--- config.mk ---
export PLATFORM = sky130hd
export DESIGN_NAME = adjacency_bit_matrix
export DESIGN_NICKNAME = d
export VERILOG_FILES = /design/src/rtl/abm_pkg.sv /design/src/rtl/abm_row_mem.sv /design/src/rtl/adjacency_bit_matrix.sv
export SDC_FILE = /design/constraint.sdc
export NUM_CORES = 1
export LEC_CHECK = 0
export CAP_MARGIN = 20
export CORE_MARGIN = 2
export CORE_UTILIZATION = 57
export CTS_CLUSTER_DIAMETER = 100
export DETAILED_ROUTE_END_ITERATION = 8
export DONT_BUFFER_PORTS = 1
export HOLD_SLACK_MARGIN = 0.05
export PLACE_DENSITY = 0.85
export SYNTH_ARGS = -nofsm -noshare
export SYNTH_HDL_FRONTEND = slang
export SYNTH_HIERARCHICAL = 1
export SYNTH_SLANG_ARGS = --single-unit
--- constraint.sdc ---
create_clock -name i_clk -period 3.6 [get_ports i_clk]
set_clock_uncertainty 0.1 [all_clocks]
set_input_delay 0.72 -clock i_clk [delete_from_list [all_inputs] [get_ports i_clk]]
set_output_delay 0.72 -clock i_clk [all_outputs]
set_load 0.01 [all_outputs]
--- src/rtl/abm_pkg.sv ---
// shared constants and codes for the adjacency bit matrix
`timescale 1ns / 1ps

package abm_pkg;

    localparam int MAX_NODES_DEF = 16;
    localparam int RESULT_CAP    = 16;

    localparam int REQ_W    = 3;
    localparam int NODE_W   = 4;
    localparam int STATUS_W = 2;
    localparam int DEGREE_W = 5;
    localparam int VCOUNT_W = 5;
    localparam int PADDR_W  = 3;
    localparam int PDATA_W  = 32;

    localparam logic [VCOUNT_W-1:0] VCOUNT_RESET = 5'd16;

    localparam logic [REQ_W-1:0] REQ_ADD_UNDIR = 3'd0;
    localparam logic [REQ_W-1:0] REQ_ADD_DIR   = 3'd1;
    localparam logic [REQ_W-1:0] REQ_REMOVE    = 3'd2;
    localparam logic [REQ_W-1:0] REQ_TEST      = 3'd3;
    localparam logic [REQ_W-1:0] REQ_DEGREE    = 3'd4;
    localparam logic [REQ_W-1:0] REQ_LIST      = 3'd5;

    localparam logic [STATUS_W-1:0] ST_OK           = 2'd0;
    localparam logic [STATUS_W-1:0] ST_RANGE        = 2'd1;
    localparam logic [STATUS_W-1:0] ST_NO_NEIGHBOUR = 2'd2;

    localparam logic [PADDR_W-1:0] ADDR_VCOUNT = 3'd0;

endpackage

--- src/rtl/abm_row_mem.sv ---
// row storage of the edge matrix with per-row valid bits cleared at reset
`timescale 1ns / 1ps

module abm_row_mem #(
    parameter int MAX_NODES = abm_pkg::MAX_NODES_DEF,
    parameter int IDX_W     = $clog2(MAX_NODES)
) (
    input  logic                 i_clk,
    input  logic                 i_rst_n,
    input  logic                 i_we,
    input  logic [IDX_W-1:0]     i_waddr,
    input  logic [MAX_NODES-1:0] i_wdata,
    input  logic [IDX_W-1:0]     i_raddr,
    output logic [MAX_NODES-1:0] o_rdata
);

    logic [MAX_NODES-1:0] r_mem [MAX_NODES];
    logic [MAX_NODES-1:0] r_vld;
    logic [MAX_NODES-1:0] r_rd_data;
    logic                 r_rd_vld;

    always_ff @(posedge i_clk) begin
        if (i_we) begin
            r_mem[i_waddr] <= i_wdata;
        end
        r_rd_data <= r_mem[i_raddr];
    end

    always_ff @(posedge i_clk) begin
        if (!i_rst_n) begin
            r_vld    <= '0;
            r_rd_vld <= 1'b0;
        end else begin
            if (i_we) begin
                r_vld[i_waddr] <= 1'b1;
            end
            r_rd_vld <= r_vld[i_raddr];
        end
    end

    assign o_rdata = r_rd_data & {MAX_NODES{r_rd_vld}};

endmodule

--- src/rtl/adjacency_bit_matrix.sv ---
// top level of the adjacency bit matrix: request sequencer, column scanner and register port
`timescale 1ns / 1ps

// A request is taken when start is high and busy is low; busy then stays high until the
// request is done. Results appear for one cycle each on o_result_valid and cannot be held
// off. The matrix rows sit in a one-port-write, one-port-read memory with a registered read,
// so timing follows memory accesses: a directed add or an edge test needs only row a, an
// undirected add or a remove does a read-modify-write of both rows, and an out-of-range
// request ends after the read of row a. Degree and neighbour listing read the row and then
// a single-bit scanner walks the columns one per cycle up to the highest set bit, with one
// neighbour result per set bit as it is reached. Unknown request types are taken and dropped
// with no result and leave busy low. The matrix is empty after reset with no clearing pass.
module adjacency_bit_matrix #(
    parameter int MAX_NODES = abm_pkg::MAX_NODES_DEF
) (
    input  logic                          i_clk,
    input  logic                          i_rst_n,
    input  logic                          start,
    output logic                          busy,
    input  logic [abm_pkg::REQ_W-1:0]     i_req_type,
    input  logic [abm_pkg::NODE_W-1:0]    i_node_a,
    input  logic [abm_pkg::NODE_W-1:0]    i_node_b,
    output logic                          o_result_valid,
    output logic [abm_pkg::STATUS_W-1:0]  o_status,
    output logic                          o_edge_present,
    output logic [abm_pkg::DEGREE_W-1:0]  o_degree,
    output logic [abm_pkg::NODE_W-1:0]    o_neighbour,
    output logic                          o_last,
    input  logic                          psel,
    input  logic                          penable,
    input  logic                          pwrite,
    input  logic [abm_pkg::PADDR_W-1:0]   paddr,
    input  logic [abm_pkg::PDATA_W-1:0]   pwdata,
    output logic [abm_pkg::PDATA_W-1:0]   prdata,
    output logic                          pready
);

    localparam int IDX_W = $clog2(MAX_NODES);
    localparam int CNT_W = $clog2(MAX_NODES + 1);
    localparam int K_W   = $clog2(abm_pkg::RESULT_CAP);

    typedef enum logic [4:0] {
        S_IDLE    = 5'b00001,
        S_ROW_A   = 5'b00010,
        S_FETCH_B = 5'b00100,
        S_ROW_B   = 5'b01000,
        S_SCAN    = 5'b10000
    } t_state;

    t_state                           r_state, n_state;
    logic [abm_pkg::VCOUNT_W-1:0]     r_vcount;
    logic [abm_pkg::REQ_W-1:0]        r_type;
    logic [abm_pkg::NODE_W-1:0]       r_a, r_b;
    logic                             r_bad;
    logic [MAX_NODES-1:0]             r_scan, n_scan;
    logic [IDX_W-1:0]                 r_col, n_col;
    logic [CNT_W-1:0]                 r_cnt, n_cnt;
    logic [K_W-1:0]                   r_k, n_k;

    logic                             r_out_valid, n_out_valid;
    logic [abm_pkg::STATUS_W-1:0]     r_status, n_status;
    logic                             r_edge, n_edge;
    logic [abm_pkg::DEGREE_W-1:0]     r_degree, n_degree;
    logic [abm_pkg::NODE_W-1:0]       r_nbr, n_nbr;
    logic                             r_last, n_last;

    logic                             w_accept;
    logic [CNT_W-1:0]                 w_n;
    logic [MAX_NODES-1:0]             w_col_mask;
    logic                             w_bad;
    logic                             w_we;
    logic [IDX_W-1:0]                 w_waddr, w_raddr;
    logic [MAX_NODES-1:0]             w_wdata, w_row, w_masked;
    logic [MAX_NODES-1:0]             w_bit_a, w_bit_b;
    logic                             w_bit, w_rest;
    logic                             w_is_edit;

    // effective vertex count and the mask of columns in use
    assign w_n = (int'(r_vcount) > MAX_NODES) ? CNT_W'(MAX_NODES) : CNT_W'(r_vcount);

    always_comb begin
        for (int c = 0; c < MAX_NODES; c++) begin
            w_col_mask[c] = (c < int'(w_n));
        end
    end

    assign w_accept = start && !busy;
    assign w_bad    = (int'(i_node_a) >= int'(w_n)) ||
                      ((i_req_type <= abm_pkg::REQ_TEST) && (int'(i_node_b) >= int'(w_n)));

    assign w_bit_a   = MAX_NODES'(1) << r_a;
    assign w_bit_b   = MAX_NODES'(1) << r_b;
    assign w_masked  = w_row & w_col_mask;
    assign w_bit     = r_scan[0];
    assign w_rest    = (r_scan >> 1) != '0;
    assign w_is_edit = (r_type == abm_pkg::REQ_ADD_UNDIR) || (r_type == abm_pkg::REQ_ADD_DIR) ||
                       (r_type == abm_pkg::REQ_REMOVE);

    abm_row_mem #(
        .MAX_NODES (MAX_NODES),
        .IDX_W     (IDX_W)
    ) u_row_mem (
        .i_clk   (i_clk),
        .i_rst_n (i_rst_n),
        .i_we    (w_we),
        .i_waddr (w_waddr),
        .i_wdata (w_wdata),
        .i_raddr (w_raddr),
        .o_rdata (w_row)
    );

    always_comb begin
        n_state     = r_state;
        n_scan      = r_scan;
        n_col       = r_col;
        n_cnt       = r_cnt;
        n_k         = r_k;
        n_out_valid = 1'b0;
        n_status    = abm_pkg::ST_OK;
        n_edge      = 1'b0;
        n_degree    = '0;
        n_nbr       = '0;
        n_last      = 1'b1;
        w_we        = 1'b0;
        w_waddr     = IDX_W'(r_a);
        w_wdata     = w_row | w_bit_b;
        w_raddr     = IDX_W'(r_b);

        case (r_state)
            S_IDLE: begin
                w_raddr = IDX_W'(i_node_a);
                if (w_accept && (i_req_type <= abm_pkg::REQ_LIST)) begin
                    n_state = S_ROW_A;
                end
            end
            S_ROW_A: begin
                if (r_bad) begin
                    n_out_valid = 1'b1;
                    n_status    = abm_pkg::ST_RANGE;
                    n_state     = S_IDLE;
                end else if (w_is_edit) begin
                    w_we    = 1'b1;
                    w_wdata = (r_type == abm_pkg::REQ_REMOVE) ? (w_row & ~w_bit_b)
                                                              : (w_row | w_bit_b);
                    if (r_type == abm_pkg::REQ_ADD_DIR) begin
                        n_out_valid = 1'b1;
                        n_state     = S_IDLE;
                    end else begin
                        n_state = S_FETCH_B;
                    end
                end else if (r_type == abm_pkg::REQ_TEST) begin
                    n_out_valid = 1'b1;
                    n_edge      = |(w_row & w_bit_b);
                    n_state     = S_IDLE;
                end else begin
                    n_scan = w_masked;
                    n_col  = '0;
                    n_cnt  = '0;
                    n_k    = '0;
                    if (w_masked == '0) begin
                        n_out_valid = 1'b1;
                        n_status    = (r_type == abm_pkg::REQ_LIST) ? abm_pkg::ST_NO_NEIGHBOUR
                                                                    : abm_pkg::ST_OK;
                        n_state     = S_IDLE;
                    end else begin
                        n_state = S_SCAN;
                    end
                end
            end
            S_FETCH_B: begin
                n_state = S_ROW_B;
            end
            S_ROW_B: begin
                w_we        = 1'b1;
                w_waddr     = IDX_W'(r_b);
                w_wdata     = (r_type == abm_pkg::REQ_REMOVE) ? (w_row & ~w_bit_a)
                                                              : (w_row | w_bit_a);
                n_out_valid = 1'b1;
                n_state     = S_IDLE;
            end
            S_SCAN: begin
                n_scan = r_scan >> 1;
                n_col  = r_col + 1'b1;
                n_cnt  = r_cnt + CNT_W'(w_bit);
                if (r_type == abm_pkg::REQ_DEGREE) begin
                    if (!w_rest) begin
                        n_out_valid = 1'b1;
                        n_degree    = abm_pkg::DEGREE_W'(n_cnt);
                        n_state     = S_IDLE;
                    end
                end else if (w_bit) begin
                    n_out_valid = 1'b1;
                    n_nbr       = abm_pkg::NODE_W'(r_col);
                    n_last      = !w_rest || (r_k == K_W'(abm_pkg::RESULT_CAP - 1));
                    n_k         = r_k + 1'b1;
                    if (n_last) begin
                        n_state = S_IDLE;
                    end
                end
            end
            default: begin
                n_state = S_IDLE;
            end
        endcase
    end

    always_ff @(posedge i_clk) begin
        if (!i_rst_n) begin
            r_state     <= S_IDLE;
            r_out_valid <= 1'b0;
            r_vcount    <= abm_pkg::VCOUNT_RESET;
        end else begin
            r_state     <= n_state;
            r_out_valid <= n_out_valid;
            if (psel && penable && pwrite && pready && (paddr == abm_pkg::ADDR_VCOUNT)) begin
                r_vcount <= pwdata[abm_pkg::VCOUNT_W-1:0];
            end
        end
    end

    always_ff @(posedge i_clk) begin
        if (w_accept) begin
            r_type <= i_req_type;
            r_a    <= i_node_a;
            r_b    <= i_node_b;
            r_bad  <= w_bad;
        end
        r_scan   <= n_scan;
        r_col    <= n_col;
        r_cnt    <= n_cnt;
        r_k      <= n_k;
        r_status <= n_status;
        r_edge   <= n_edge;
        r_degree <= n_degree;
        r_nbr    <= n_nbr;
        r_last   <= n_last;
    end

    assign busy           = (r_state != S_IDLE);
    assign o_result_valid = r_out_valid;
    assign o_status       = r_status;
    assign o_edge_present = r_edge;
    assign o_degree       = r_degree;
    assign o_neighbour    = r_nbr;
    assign o_last         = r_last;
    assign pready         = 1'b1;
    assign prdata         = abm_pkg::PDATA_W'(r_vcount);

    a_last_frees: assert property (@(posedge i_clk) disable iff (!i_rst_n)
        o_result_valid && o_last |-> !busy)
        else $error("final result while still busy");

    a_more_keeps_busy: assert property (@(posedge i_clk) disable iff (!i_rst_n)
        o_result_valid && !o_last |-> busy)
        else $error("partial listing result with sequencer idle");

    a_error_is_last: assert property (@(posedge i_clk) disable iff (!i_rst_n)
        o_result_valid && (o_status != abm_pkg::ST_OK) |-> o_last && (o_neighbour == '0))
        else $error("error result not final or carries a neighbour");

    a_valid_req_busy: assert property (@(posedge i_clk) disable iff (!i_rst_n)
        start && !busy && (i_req_type <= abm_pkg::REQ_LIST) |=> busy && !o_result_valid)
        else $error("accepted request did not start the sequencer");

endmodule

==> Yosys cells after proc, flatten, opt, wreduce, memory -nomap -nowiden <==
Memory sizes are Yosys's and may differ from the RTL's. A register that Yosys moved wholly into a read port is not among the register bits.
Cells that the tools add are included.
{ "word_totals": {"mem_bits_rw": 256, "register_bits": 82, "elab_cells": 169, "output_inout_bits": 48, "n_memories": 1} }
{ "op_classes": {"shifts": 2, "bitwise": 16, "n_eq_ne": 21, "n_reduce_logical": 26, "order_cmp": 24, "addsub": 3, "mux": 57} }
{ "memory_table": {"columns": ["memory", "depth", "width", "rd", "rd_ports_with_merged_regs", "write_ports", "line", "source"], "rows": [
  ["u_row_mem.r_mem", 16, 16, 1, 1, 1, "abm_row_mem.sv:17", "logic [MAX_NODES-1:0] r_mem [MAX_NODES];"]
]} }
{ "op_table": {"columns": ["cell", "count"], "rows": [
  ["$mux 16", 7],
  ["$and 16x16->16", 5],
  ["$mux 5", 13],
  ["$pmux 16 s2", 2],
  ["$or 16x16->16", 3],
  ["$lt 4x5->1 const A", 8],
  ["$not 16->16", 2],
  ["$shl 1x4->16 const A", 2],
  ["$mux 4", 7],
  ["$lt 3x5->1 const A", 4],
  ["$pmux 5 s4", 1],
  ["$mux 1", 18],
  ["$logic_not 16->1", 1],
  ["$pmux 4 s2", 2],
  ["$reduce_bool 16->1", 1],
  ["$reduce_or 16->1", 1],
  ["$ne 2x2->1 const B", 6],
  ["$ge 4x5->1", 2],
  ["$lt 1x5->1 const A", 2],
  ["$lt 2x5->1 const A", 2],
  ["$lt 4x5->1 const B", 2],
  ["$pmux 5 s2", 1],
  ["$ne 3x3->1 const B", 3],
  ["$add 4x1->4 const B", 2],
  ["other kinds (32)", 52]
]} }

==> Logic depth before layout (Yosys ltp) <==
{ "depth": {"word_depth": 10, "mapped_depth": 10, "ltp_nobuf": 8} }

==> Cells and area by module <==
Netlist, hierarchy kept.
{ "by_module_without_submodules": {"columns": ["module", "cells_per_inst", "area_per_inst_um2", "n_inst"], "rows": [
  ["abm_row_mem", 503, 10731.5, 1],
  ["adjacency_bit_matrix", 454, 4244.1, 1]
]} }

==> Worst setup path before layout <==
OpenSTA, ideal clock, no wires.
{ "synth_path": {"kind": "flip-flop to flip-flop", "startpoint": "reg r_state[0]", "endpoint": "mem u_row_mem/r_mem[0][0] (netlist name) (enable)", "slack_ns": 0.126, "synth_period_minus_slack_ns": 3.474, "path_buffers": 0, "arrival_time_ns": 2.963, "stages_incl_launch_ff": 8, "required_ns": 3.088, "path_cell_list": "dfxtp_1 > nor2_2 > and4bb_1 > and2b_4 > nand2_1 > o21ai_0 > or3b_2 > nor3_1"} }
{ "synth_via": {"elab_chain_len": 4, "word_cells_on_any_way": 6, "classes_between": "2 x eq/ne; 4 x mux"} }
{ "synth_lines": {"columns": ["element", "line", "source"], "rows": [
  ["start, declared", "adjacency_bit_matrix.sv:50", "t_state r_state, n_state;"],
  ["start signal, assigned", "adjacency_bit_matrix.sv:213", "r_state <= n_state;"],
  ["$eq 5x4->1 or $eq 5x2->1 (tied branches)", "adjacency_bit_matrix.sv:129", "case (r_state)"],
  ["$pmux 1 s2 (*)", "adjacency_bit_matrix.sv:129", null],
  ["net w_we", "adjacency_bit_matrix.sv:71", "logic w_we;"],
  ["$mux 1 (*)", "abm_row_mem.sv:23", "if (i_we) begin"],
  ["$mux 1 (implied by the code) (*)", "abm_row_mem.sv:24", "r_mem[i_waddr] <= i_wdata;"],
  ["end, declared", "abm_row_mem.sv:17", null]
]} }
Mark *: on every way through the listed nets, which the timed path passes. The rest lies on a longest branch.

==> Worst setup path in the final report <==
{ "layout_path": {"startpoint": "reg r_state[4]", "endpoint": "reg u_row_mem.r_rd_data[2], read port of u_row_mem.r_mem"} }
{ "layout_via": {"elab_chain_len": 2} }
{ "layout_lines": {"columns": ["element", "line", "source"], "rows": [
  ["$eq 5x1->1", "adjacency_bit_matrix.sv:129", null],
  ["$mux 4", "adjacency_bit_matrix.sv:129", null],
  ["net w_raddr[0]", "adjacency_bit_matrix.sv:72", "logic [IDX_W-1:0] w_waddr, w_raddr;"],
  ["end, declared", "abm_row_mem.sv:19", "logic [MAX_NODES-1:0] r_rd_data;"]
]} }
The timed path passes the listed nets, and every way through them passes these cells.
A chain may end at the register's enable or synchronous reset.

==> results.sh <==
export IMPL_cts_resized=0
export IMPL_min_path_type="in -> reg"
export IMPL_grt_overflow=0
export IMPL_cts_setup_buffers=0
export IMPL_htreeDepth=2
export IMPL_yosys_warnings=6
export IMPL_p_seq_frac=0.489
export IMPL_utilization=0.645
export IMPL_hold_viol=0
export IMPL_io_buffers=0
export IMPL_fill_cells=1682
export IMPL_relSlewSlack=0.368
export IMPL_io_pins=100
export IMPL_cpPeakStageDelay_ns=0.57
export IMPL_r2r_end="u_row_mem/r_rd_data[2]"
export IMPL_worstHoldStart="i_rst_n"
export IMPL_drive_above_1_share=0.206
export IMPL_die_area_mm2=0.0276
export IMPL_finalSetupViolations=0
export IMPL_route_final_wire_length_mm=34.4
export IMPL_synthDistinctLibCells=65
export IMPL_avgSynthCellArea_um2=15.6
export IMPL_grt_pass1_wl_mm=52.2
export IMPL_hold_buffers=0
export IMPL_antenna_cells=0
export IMPL_critPathSlowestCell="mux4_2"
export IMPL_grt_usage=0.250
export IMPL_wl_per_cell_um=25.2
export IMPL_crit_type="reg -> reg"
export IMPL_r2r_slack_ns=0.47
export IMPL_avgViaCountPerCell=6.50
export IMPL_mostFrequentLayoutCells="297 x edfxtp_1, 67 x mux4_2, 60 x nand2_1"
export IMPL_required_ns=3.90
export IMPL_reg2reg_depth=7
export IMPL_ys_seq_area_frac=0.672
export IMPL_initial_core_util=0.578
export IMPL_dp_slack_ns=0.508
export IMPL_min_period_over_period=0.869
export IMPL_timing_rr_start="r_state[4]"
export IMPL_dp_cells=1295
export IMPL_critPathMaxFanout=49
export IMPL_synth_async_reset_ratio=0
export IMPL_root_buffer="clkbuf_16"
export IMPL_worst_setup_path_start_kind="register"
export IMPL_drv_cap=0
export IMPL_clk_path_buf_depth=3
export IMPL_tns_ns=0
export IMPL_core_region_area_mm2=0.0259
export IMPL_power_density_mw_per_mm2=588
export IMPL_antenna_found_initial=1
export IMPL_hold_depth=1
export IMPL_synth_ff_type="edfxtp_1"
export IMPL_ys_ff_latch=354
export IMPL_fin_cells=1365
export IMPL_vias=8876
export IMPL_status="finished, final reports clean"
export IMPL_drt_initial_drc_count=1021
export IMPL_cts_tree="built"
export IMPL_antenna_left=0
export IMPL_arrival_ns=3.43
export IMPL_clk_pin_slew_ns=0.06
export IMPL_placed_cell_area_mm2=0.0156
export IMPL_dpl_hpwl_mm=20.6
export IMPL_p_switching_mw=2.50
export IMPL_worst_pin_slew_ns=0.930
export IMPL_clk_latency_ns=0.54
export IMPL_drc=0
export IMPL_power_frac_clock=0.354
export IMPL_syn_cell_area_mm2=0.0150
export IMPL_syn_inst=957
export IMPL_max_freq_ghz=0.320
export IMPL_p_int_mw=7.32
export IMPL_path_cells="nor3_1 > nand3b_1 > o21ai_4 > buf_12 > mux4_2 > a22oi_1 > nand2_1"
export IMPL_p_leak_nw=5.64
export IMPL_drtPass1Iterations=5
export IMPL_grt_setup_unrepaired="no"
export IMPL_die_w_um=166
export IMPL_area_delta_synth_final_pct=11.7
export IMPL_period_minus_slack_ns=3.13
export IMPL_holdPathEnd="r_vcount[4]"
export IMPL_synth_edf_count=297
export IMPL_ir_worst_vdd_v=0.000446
export IMPL_swShare=0.255
export IMPL_final_common_cell="edfxtp_1"
export IMPL_combPwrFrac=0.157
export IMPL_end_kind="register"
export IMPL_die_h_um=166
export IMPL_fp_row_count=59
export IMPL_fin_ws_ns=0.472
export IMPL_finalInstanceArea_mm2=0.0167
export IMPL_cts_made_buffers=35
export IMPL_drv_slew=0
export IMPL_place_gp_congestion=0.912
export IMPL_final_nets=1067
export IMPL_grt_pass1_vias=8762
export IMPL_clock_sinks=354
export IMPL_grt_max_degree=50
==> layout make-up <==
| type | count | area, um2 | area share |
|---|---|---|---|
| sequential | 354 | 10100 | 0.602 |
| multi-input combinational | 548 | 4610 | 0.276 |
| clock buffer | 50 | 972 | 0.0581 |
| timing repair buffer | 56 | 495 | 0.0296 |
| tap | 335 | 419 | 0.0251 |
| clock inverter | 14 | 133 | 0.00793 |
| inverter | 8 | 30.0 | 0.00180 |
==> stage by stage <==
stage	hold slack, ns	power, mW
after floorplan	0.335	5.95
after global placement	0.342	6.31
after detailed placement	0.350	6.37
after CTS	0.181	9.84
after global routing	0.173	10.2
final	0.177	9.83
==> synth_stat cells, drive strengths merged, types with 8 or more instances <==
master  count  share of area
edfxtp    297           0.60
mux4       67           0.10
nand2      60          0.015
dfxtp      57          0.076
nor2       56          0.014
buf        45          0.022
mux2i      43          0.029
o21ai      36          0.012
a22oi      33          0.017
and2       30          0.013
clkbuf     28         0.0070
nor3       23         0.0080
o21a       21          0.011
nand3      17         0.0060
nand2b     15         0.0063
a21oi      14         0.0047
ha         12          0.010
inv         8         0.0020
mux2        8         0.0060
nor2b       8         0.0033
==> flip-flops by register name, summed over array words and instances, names as in the netlist <==
| signal | cells |
|---|---|
| o_degree | 5 |
| o_edge_present | 1 |
| o_last | 1 |
| o_neighbour | 4 |
| o_result_valid | 1 |
| o_status | 2 |
| r_a | 4 |
| r_b | 4 |
| r_bad | 1 |
| r_cnt | 5 |
| r_col | 4 |
| r_k | 4 |
| r_scan | 16 |
| r_state | 5 |
| r_type | 3 |
| r_vcount | 5 |
| u_row_mem/r_mem | 256 |
| u_row_mem/r_rd_data | 16 |
| u_row_mem/r_rd_vld | 1 |
| u_row_mem/r_vld | 16 |
==> how the worst max path moves through the flow <==
stage	start	endpoint	slack, ns	cells after the start
global route	r_state[4]	u_row_mem/r_rd_data[2]	0.29	7
global placement	r_state[4]	u_row_mem/r_rd_data[15]	0.62	7
floorplan	r_state[0]	u_row_mem/r_mem[0][0]	0.13	7
finish	r_state[4]	u_row_mem/r_rd_data[2]	0.47	7
detailed placement	r_state[4]	u_row_mem/r_rd_data[15]	0.51	7
CTS	r_state[4]	u_row_mem/r_rd_data[15]	0.49	7
==> critical path: cells and delay by family, from the launching register on <==
| kind | cells | cell delay (ns) |
|---|---|---|
| and+or+nand+nor | 3 | 0.88 |
| DFF | 1 | 0.35 |
| buffers and inverters | 1 | 0.37 |
| muxes | 1 | 0.57 |
| AOI/OAI and AO/OA | 2 | 0.68 |
==> routing by layer <==
layer	up-vias	wire length, um	GRT usage
met5	-	12	0
met4	2	1270	0.105
met3	99	3300	0.0467
met2	571	17100	0.414
met1	4443	12800	0.329
li1	3761	-	-
==> cell families (layout without fill, tap and decap cells) <==
kind of cell / Yosys count / after routing / share of synthesized area
adders and majority gates: 13 / 13 / 0.0108
and+or+nand+nor: 237 / 237 / 0.0804
xor gates and xnor gates: 8 / 8 / 0.00468
buffers and inverters: 81 / 128 / 0.0312
muxes: 118 / 118 / 0.136
AOI/OAI and AO/OA: 144 / 144 / 0.0653
other: 2 / 28 / 0.000501
DFF: 354 / 354 / 0.672
==> power by group through the flow <==
stage          logic, mW  clock network [mW]  registers [mW]
3_3_place_gp        1.43                   0            4.88
4_1_cts             1.50                3.53            4.80
5_1_grt             1.64                3.70            4.81
6_report            1.54                3.48            4.80
2_1_floorplan       1.13                   0            4.82
3_5_place_dp        1.49                   0            4.89
Power figures use the tool's default switching activity.
